[src/sv/cpfm_pkg.sv]
// ----------------------------------------------------------------------------
// Capture period frequency meter package
// Widths, reset values and shared types of the frequency meter.
// ----------------------------------------------------------------------------
`timescale 1ns / 1ps

package cpfm_pkg;

    localparam int COUNT_WIDTH = 16;
    localparam int RATE_WIDTH  = 24;
    localparam int QUEUE_DEPTH = 2;
    localparam int QPTR_WIDTH  = $clog2(QUEUE_DEPTH);
    localparam int QCNT_WIDTH  = $clog2(QUEUE_DEPTH + 1);
    localparam int STEP_WIDTH  = $clog2(RATE_WIDTH);

    localparam logic [RATE_WIDTH-1:0] RATE_RESET = RATE_WIDTH'(1000000);
    localparam logic [RATE_WIDTH-1:0] FREQ_MAX   = {RATE_WIDTH{1'b1}};

    typedef logic [COUNT_WIDTH-1:0] count_t;
    typedef logic [RATE_WIDTH-1:0]  rate_t;

    typedef struct packed {
        logic   valid;
        count_t period;
    } period_req_t;

    typedef enum logic [1:0] {
        DIV_IDLE,
        DIV_RUN,
        DIV_DONE
    } div_state_t;

endpackage

[src/sv/cpfm_front.sv]
// ----------------------------------------------------------------------------
// Capture period frequency meter front end
// Pairs capture edges and forms the period of each completed pair.
// ----------------------------------------------------------------------------
`timescale 1ns / 1ps

module cpfm_front (
    input  logic                 clk,
    input  logic                 rst_n,
    input  logic                 push,
    input  cpfm_pkg::count_t     capture_count,
    input  logic                 queue_full,
    output logic                 full,
    output cpfm_pkg::period_req_t period_req
);
    import cpfm_pkg::*;

    logic   accept;
    logic   pending_reg;
    logic   pending_next;
    count_t first_reg;

    assign full   = queue_full;
    assign accept = push && !full;

    assign pending_next      = accept ? !pending_reg : pending_reg;
    assign period_req.valid  = accept && pending_reg;
    assign period_req.period = capture_count - first_reg;

    always_ff @(posedge clk or negedge rst_n)
    begin
        if (!rst_n)
        begin
            pending_reg <= 1'b0;
            first_reg   <= '0;
        end
        else
        begin
            pending_reg <= pending_next;
            if (accept && !pending_reg)
            begin
                first_reg <= capture_count;
            end
        end
    end

endmodule

[src/sv/cpfm_queue.sv]
// ----------------------------------------------------------------------------
// Capture period frequency meter period queue
// Short queue of periods between the front end and the divider.
// ----------------------------------------------------------------------------
`timescale 1ns / 1ps

module cpfm_queue (
    input  logic                  clk,
    input  logic                  rst_n,
    input  cpfm_pkg::period_req_t wr_req,
    input  logic                  rd_pop,
    output cpfm_pkg::period_req_t head,
    output logic                  queue_full
);
    import cpfm_pkg::*;

    count_t                slot_reg [QUEUE_DEPTH];
    logic [QPTR_WIDTH-1:0] wr_ptr_reg;
    logic [QPTR_WIDTH-1:0] rd_ptr_reg;
    logic [QCNT_WIDTH-1:0] count_reg;
    logic [QCNT_WIDTH-1:0] count_next;
    logic                  do_wr;
    logic                  do_rd;

    assign queue_full  = (count_reg == QCNT_WIDTH'(QUEUE_DEPTH));
    assign head.valid  = (count_reg != '0);
    assign head.period = slot_reg[rd_ptr_reg];

    assign do_wr = wr_req.valid && !queue_full;
    assign do_rd = rd_pop && head.valid;

    always_comb
    begin
        count_next = count_reg;
        if (do_wr && !do_rd)
        begin
            count_next = count_reg + 1'b1;
        end
        else if (do_rd && !do_wr)
        begin
            count_next = count_reg - 1'b1;
        end
    end

    always_ff @(posedge clk or negedge rst_n)
    begin
        if (!rst_n)
        begin
            wr_ptr_reg <= '0;
            rd_ptr_reg <= '0;
            count_reg  <= '0;
        end
        else
        begin
            count_reg <= count_next;
            if (do_wr)
            begin
                wr_ptr_reg <= (wr_ptr_reg == QPTR_WIDTH'(QUEUE_DEPTH - 1)) ?
                              '0 : wr_ptr_reg + 1'b1;
            end
            if (do_rd)
            begin
                rd_ptr_reg <= (rd_ptr_reg == QPTR_WIDTH'(QUEUE_DEPTH - 1)) ?
                              '0 : rd_ptr_reg + 1'b1;
            end
        end
    end

    always_ff @(posedge clk)
    begin
        if (do_wr)
        begin
            slot_reg[wr_ptr_reg] <= wr_req.period;
        end
    end

endmodule

[src/sv/cpfm_divider.sv]
// ----------------------------------------------------------------------------
// Capture period frequency meter divider
// Serial restoring divide of the tick rate by the period, one bit a cycle.
// ----------------------------------------------------------------------------
`timescale 1ns / 1ps

module cpfm_divider (
    input  logic                  clk,
    input  logic                  rst_n,
    input  logic                  cfg_write,
    input  cpfm_pkg::rate_t       tick_rate,
    input  cpfm_pkg::period_req_t head,
    output logic                  rd_pop,
    input  logic                  pop,
    output logic                  empty,
    output cpfm_pkg::rate_t       frequency_hz,
    output logic                  zero_period
);
    import cpfm_pkg::*;

    div_state_t            state_reg;
    div_state_t            state_next;
    rate_t                 rate_reg;
    rate_t                 quo_reg;
    count_t                rem_reg;
    count_t                divisor_reg;
    logic [STEP_WIDTH-1:0] step_reg;
    logic                  zp_work_reg;
    rate_t                 freq_reg;
    logic                  zp_reg;
    logic                  valid_reg;
    logic                  start;
    logic                  load_res;
    logic                  last_step;
    logic [COUNT_WIDTH:0]  trial;

    assign trial     = {rem_reg, quo_reg[RATE_WIDTH-1]} - {1'b0, divisor_reg};
    assign last_step = (step_reg == STEP_WIDTH'(RATE_WIDTH - 1));

    always_ff @(posedge clk or negedge rst_n)
    begin
        if (!rst_n)
        begin
            state_reg <= DIV_IDLE;
        end
        else
        begin
            state_reg <= state_next;
        end
    end

    always_comb
    begin
        state_next = state_reg;
        start      = 1'b0;
        load_res   = 1'b0;
        case (state_reg)
            DIV_IDLE:
            begin
                if (head.valid)
                begin
                    start      = 1'b1;
                    state_next = (head.period == '0) ? DIV_DONE : DIV_RUN;
                end
            end
            DIV_RUN:
            begin
                if (last_step)
                begin
                    state_next = DIV_DONE;
                end
            end
            DIV_DONE:
            begin
                if (!valid_reg || pop)
                begin
                    load_res   = 1'b1;
                    state_next = DIV_IDLE;
                end
            end
            default:
            begin
                state_next = DIV_IDLE;
            end
        endcase
    end

    assign rd_pop = start;

    always_ff @(posedge clk)
    begin
        if (start)
        begin
            divisor_reg <= head.period;
            rem_reg     <= '0;
            step_reg    <= '0;
            if (head.period == '0)
            begin
                quo_reg     <= FREQ_MAX;
                zp_work_reg <= 1'b1;
            end
            else
            begin
                quo_reg     <= rate_reg;
                zp_work_reg <= 1'b0;
            end
        end
        else if (state_reg == DIV_RUN)
        begin
            step_reg <= step_reg + 1'b1;
            if (!trial[COUNT_WIDTH])
            begin
                rem_reg <= trial[COUNT_WIDTH-1:0];
                quo_reg <= {quo_reg[RATE_WIDTH-2:0], 1'b1};
            end
            else
            begin
                rem_reg <= {rem_reg[COUNT_WIDTH-2:0], quo_reg[RATE_WIDTH-1]};
                quo_reg <= {quo_reg[RATE_WIDTH-2:0], 1'b0};
            end
        end
        if (load_res)
        begin
            freq_reg <= quo_reg;
            zp_reg   <= zp_work_reg;
        end
    end

    always_ff @(posedge clk or negedge rst_n)
    begin
        if (!rst_n)
        begin
            rate_reg  <= RATE_RESET;
            valid_reg <= 1'b0;
        end
        else
        begin
            if (cfg_write)
            begin
                rate_reg <= tick_rate;
            end
            if (load_res)
            begin
                valid_reg <= 1'b1;
            end
            else if (pop)
            begin
                valid_reg <= 1'b0;
            end
        end
    end

    assign empty        = !valid_reg;
    assign frequency_hz = freq_reg;
    assign zero_period  = zp_reg;

endmodule

[src/sv/capture_period_frequency_meter.sv]
// ----------------------------------------------------------------------------
// Capture period frequency meter
// Turns pairs of timer capture counts into a frequency in Hz.
// ----------------------------------------------------------------------------
// Each request on the input carries the timer count latched at one rising
// edge. Requests are taken in pairs: the first count of a pair is stored, the
// second forms the period modulo 2^16 and yields one result. A request is
// taken at a clock edge with push high and full low.
// The result, tick_rate divided by the period and truncated, waits on
// frequency_hz while empty is low and leaves at an edge with pop high. Equal
// counts give all ones and set zero_period.
// tick_rate is written through cfg_write; it resets to 1000000.
// The serial divider handles one period at a time, one quotient bit per cycle
// over 24 bits, plus load and write-back; equal counts skip the bit steps.
// A two-entry period queue lets the front accept requests while the divider
// works; full rises only once both entries are taken. A stalled receiver
// holds the divider in its final state and then fills the queue.
// Reset empties the queue, clears the pairing state and sets empty.
// ----------------------------------------------------------------------------
`timescale 1ns / 1ps

module capture_period_frequency_meter (
    input  logic              clk,
    input  logic              rst_n,
    input  logic              push,
    output logic              full,
    input  cpfm_pkg::count_t  capture_count,
    output logic              empty,
    input  logic              pop,
    output cpfm_pkg::rate_t   frequency_hz,
    output logic              zero_period,
    input  logic              cfg_write,
    input  cpfm_pkg::rate_t   tick_rate
);
    import cpfm_pkg::*;

    period_req_t wr_req;
    period_req_t head;
    logic        queue_full;
    logic        rd_pop;

    cpfm_front u_front (
        .clk           (clk),
        .rst_n         (rst_n),
        .push          (push),
        .capture_count (capture_count),
        .queue_full    (queue_full),
        .full          (full),
        .period_req    (wr_req)
    );

    cpfm_queue u_queue (
        .clk        (clk),
        .rst_n      (rst_n),
        .wr_req     (wr_req),
        .rd_pop     (rd_pop),
        .head       (head),
        .queue_full (queue_full)
    );

    cpfm_divider u_divider (
        .clk          (clk),
        .rst_n        (rst_n),
        .cfg_write    (cfg_write),
        .tick_rate    (tick_rate),
        .head         (head),
        .rd_pop       (rd_pop),
        .pop          (pop),
        .empty        (empty),
        .frequency_hz (frequency_hz),
        .zero_period  (zero_period)
    );

endmodule

[config.mk]
export PLATFORM = sky130hd
export DESIGN_NAME = capture_period_frequency_meter
export DESIGN_NICKNAME = d
export VERILOG_FILES = /design/src/sv/cpfm_pkg.sv /design/src/sv/cpfm_front.sv /design/src/sv/cpfm_queue.sv /design/src/sv/cpfm_divider.sv /design/src/sv/capture_period_frequency_meter.sv
export SDC_FILE = /design/constraint.sdc
export NUM_CORES = 1
export LEC_CHECK = 0
export BUFFER_PORTS_ARGS = -buffer_cell sky130_fd_sc_hd__buf_2
export CORE_MARGIN = 1
export CORE_UTILIZATION = 45
export DETAILED_ROUTE_END_ITERATION = 8
export PLACE_DENSITY = 0.7
export SLEW_MARGIN = 20
export SYNTH_ARGS = -nofsm -noshare
export SYNTH_HDL_FRONTEND = slang
export SYNTH_SLANG_ARGS = --single-unit
export TNS_END_PERCENT = 5
[constraint.sdc]
create_clock -name clk -period 2.6 [get_ports clk]
set_input_delay 0.13 -clock clk [delete_from_list [all_inputs] [get_ports clk]]
set_output_delay 0.13 -clock clk [all_outputs]
set_load 0.02 [all_outputs]
==> flow_summary_export.csv <==
group,metric,value,unit
sta,maxSlewViolCount,0,
critical_path,cp_max_fo,6,
critical_path,crit_chain,"inv_2 -> ha_4 -> fa_2 -> nand2b_4 -> a21oi_4 -> o21ai_4 -> a21o_2 -> nor2_4 -> buf_12 -> mux2_4 -> o22ai_2",
run_status,outcome,"complete, no violations",
sta,setup-tns-final,0,ns
global_route,overflow,0,
place,io_buffers,71,
sta,hold_ws,0.06573,ns
global_route,grt_max_degree,36,
detailed_routing,drt.antenna.violating_nets,0,
sta,setup_viol,0,
critical_path,cpMaxStageDelayCell,"fa_2",
cts,clk_latency,0.43,ns
floorplan,die_w,133.9,microns
synth,synth_top_area_cell,"edfxtp_1",
sta,hold_viol,0,
synth,synthTopCellsByArea,"edfxtp_1 38%, dfrtp_1 13%, mux2_2 6.0%",
final_layout,diodes,0,
place,dp.cells,958,
critical_path,cpPeakStageDelay,0.38,ns
synth,synth_commonest_cells,"98 x edfxtp_1, 92 x nand2_1, 59 x o21ai_0",
sta,max-slew-margin-rel,52.81,%
sta,skew,0.008072,ns
cts,cts-root-buf,"clkbuf_16",
detailed_routing,drt_pass1_iterations,5,
detailed_routing,route.detailed.wl_per_inst,15.14,microns
synth,synth-seq-cells,167,
cts,cts_buffers,17,
global_route,grtUsageTotal,18.32,%
cts,clock_sinks,167,
floorplan,ioPinCount,72,
synth,yosysUniqueCellTypes,60,
cts,cts_buffer_depth,2,
min_path,hold_path_class,"input pin to flop",
final_layout,utilization,57.46,%
synth,syn_avg_cell_area,11.67,sq um
cts,clkTransAtPathRegs,0.07,ns
synth,ys_seq_area_share,58.42,%
place,place_congestion,0.8815,
critical_path,critPathCaptureType,"flop",
sta,fmax,396.2,MHz
detailed_routing,vias,5435,
detailed_routing,post_drt_via_cell_ratio,5.251,
critical_path,required,2.95,ns
synth,yosys_warnings,0,
global_route,antenna_found_initial,0,
critical_path,critPathLaunchType,"flop",
synth,synth_fp_nets,751,
final_layout,largest_reg_flops,32,
critical_path,worstSetupPathType,"flop to flop",
run,cap_violations,0,
global_route,grt_pass1_wl,25.73,mm
synth,ys.flop_type,"edfxtp_1",
critical_path,reg2reg_slack,0.08,ns
sta,period_share,97.09,%
place,dp_hpwl,10.75,mm
synth,synth.most_common_cell,"edfxtp_1",
global_route,grt_pass1_vias,5482,
floorplan,fp-row-count,47,
sta,worstMarginPinSlew,0.7078,ns
place,dp_slack,-0.04665,ns
synth,synth-edff-count,98,
floorplan,start_util,46.70,%
synth,synth_area,7828,sq um
pwr,irDropWorstVdd,0.0006155,V
floorplan,core,16760,sq um
detailed_routing,drt_iter0_drc,320,
critical_path,cp.buffers_inverters,2,
critical_path,cp_top_family,"compound AO/OA/AOI/OAI gates",
synth,synth_top_area_share,37.60,%
final_layout,drive_above_1_share,23.44,%
synth,syn_inst,671,
sta,period_needed,2.524,ns
cts,htreeDepth,4,
detailed_routing,drt_wl_total,15.67,mm
pwr,p_leak,0.003971,uW
floorplan,die_y,133.9,microns
floorplan,die_area,17930,sq um
final_layout,syn2layout_area_growth,23.03,%
critical_path,cp.arrival,2.87,ns
final_layout,fillers,1371,
sta,postLayoutSetupSlackWorst,0.07572,ns
final_layout,fin_cells,1035,
pwr,power-per-cell-area,1221,nW/um^2
cts,cts_tree,"yes",
final_layout,nets,882,
detailed_routing,drc,0,
synth,synthArstFlopShare,28.74,%
sta,rsz0062_at_grt,"yes",
## cells in the final DEF, fill, tap and decap left out, drive strengths merged, types with 3 or more instances in the layout
master and n:
ha 33, nand2b 9, dfstp 7, a21oi 27
mux2 43, xnor2 21, a21o 11, edfxtp 98
a211oi 4, nor2 27, dlygate4sd3 42, buf 91
nor3 4, nor2b 3, nand2 92, mux2i 11
nand3 8, nor4 7, or3 3, inv 51
dfrtp 41, clkinv 5, xor2 10, clkbuf 18
o21ai 71, o211ai 8, dfxtp 21, nand4 4
o21a 7
## path summary, 6_finish.rpt
path	start	endpoint	depth (start not counted)
worst max-delay path	u_divider.quo_reg[23]	u_divider.rem_reg[0]	11
worst min-delay path	pop	u_divider.valid_reg	3
worst max register to register	u_divider.quo_reg[23]	u_divider.rem_reg[0]	11
worst min register to register	u_divider.zp_work_reg	u_divider.zero_period	0
max in group asynchronous	rst_n	u_divider.rate_reg[9]	3
min in group asynchronous	rst_n	u_front.first_reg[6]	2
## metrics by stage
step	power, uW	cell area, sq um
global placement	8884	8537
global route	12540	9630
CTS	11670	9540
finish	11760	9630
detailed placement	9140	8537
floorplan	7912	7833
## metal layers
layer,GRT usage (%),share of wire (%)
met1,21.79,44
met2,32.41,51
met3,3.817,3.4
met4,7.008,1.6
met5,0,0
## cell families (layout without fill, tap and decap cells)
logic type,Yosys count,after routing,synth area share (%)
AOI/OAI and AO/OA,149,149,11.45
muxes,54,54,7.641
buffers and inverters,65,209,3.293
DFF,167,167,58.42
adders and majority gates,35,35,5.787
xor gates and xnor gates,31,31,3.469
and+or+nand+nor,170,170,9.943
## what timing repair did
item	4_1_cts	5_1_grt
pin swaps	0	6
setup endpoints to repair	4	13
endpoints found under the hold margin	59	0
resized for setup	2	10
hold buffers	42	0
gates cloned	0	1
setup buffers	0	2
## report_power, final
part	internal (uW)	switching, uW
logic	1930	2750
registers	4170	474
clock network	1270	1140
total	7380	4370
## layout make-up
class                           count  area [sq um]  area share, %
Timing Repair Buffer              134         979.7          10.17
Inverter                           43         161.4          1.676
Multi-Input combinational cell    439          3065          31.83
Clock buffer                       17         425.4          4.417
Clock inverter                     15         150.1          1.559
Sequential cell                   167          4573          47.49
Tap cell                          220         275.3          2.858
## worst reg2reg max path, stage by stage (launching register included)
cell and delay, ns:
edfxtp_1 0.37, inv_2 0.07, ha_4 0.16, fa_2 0.38, nand2b_4 0.16, a21oi_4 0.19, o21ai_4 0.08, a21o_2 0.26
nor2_4 0.19, buf_12 0.16, mux2_4 0.30, o22ai_2 0.11
Note: power is estimated with default switching activity, not from simulation.
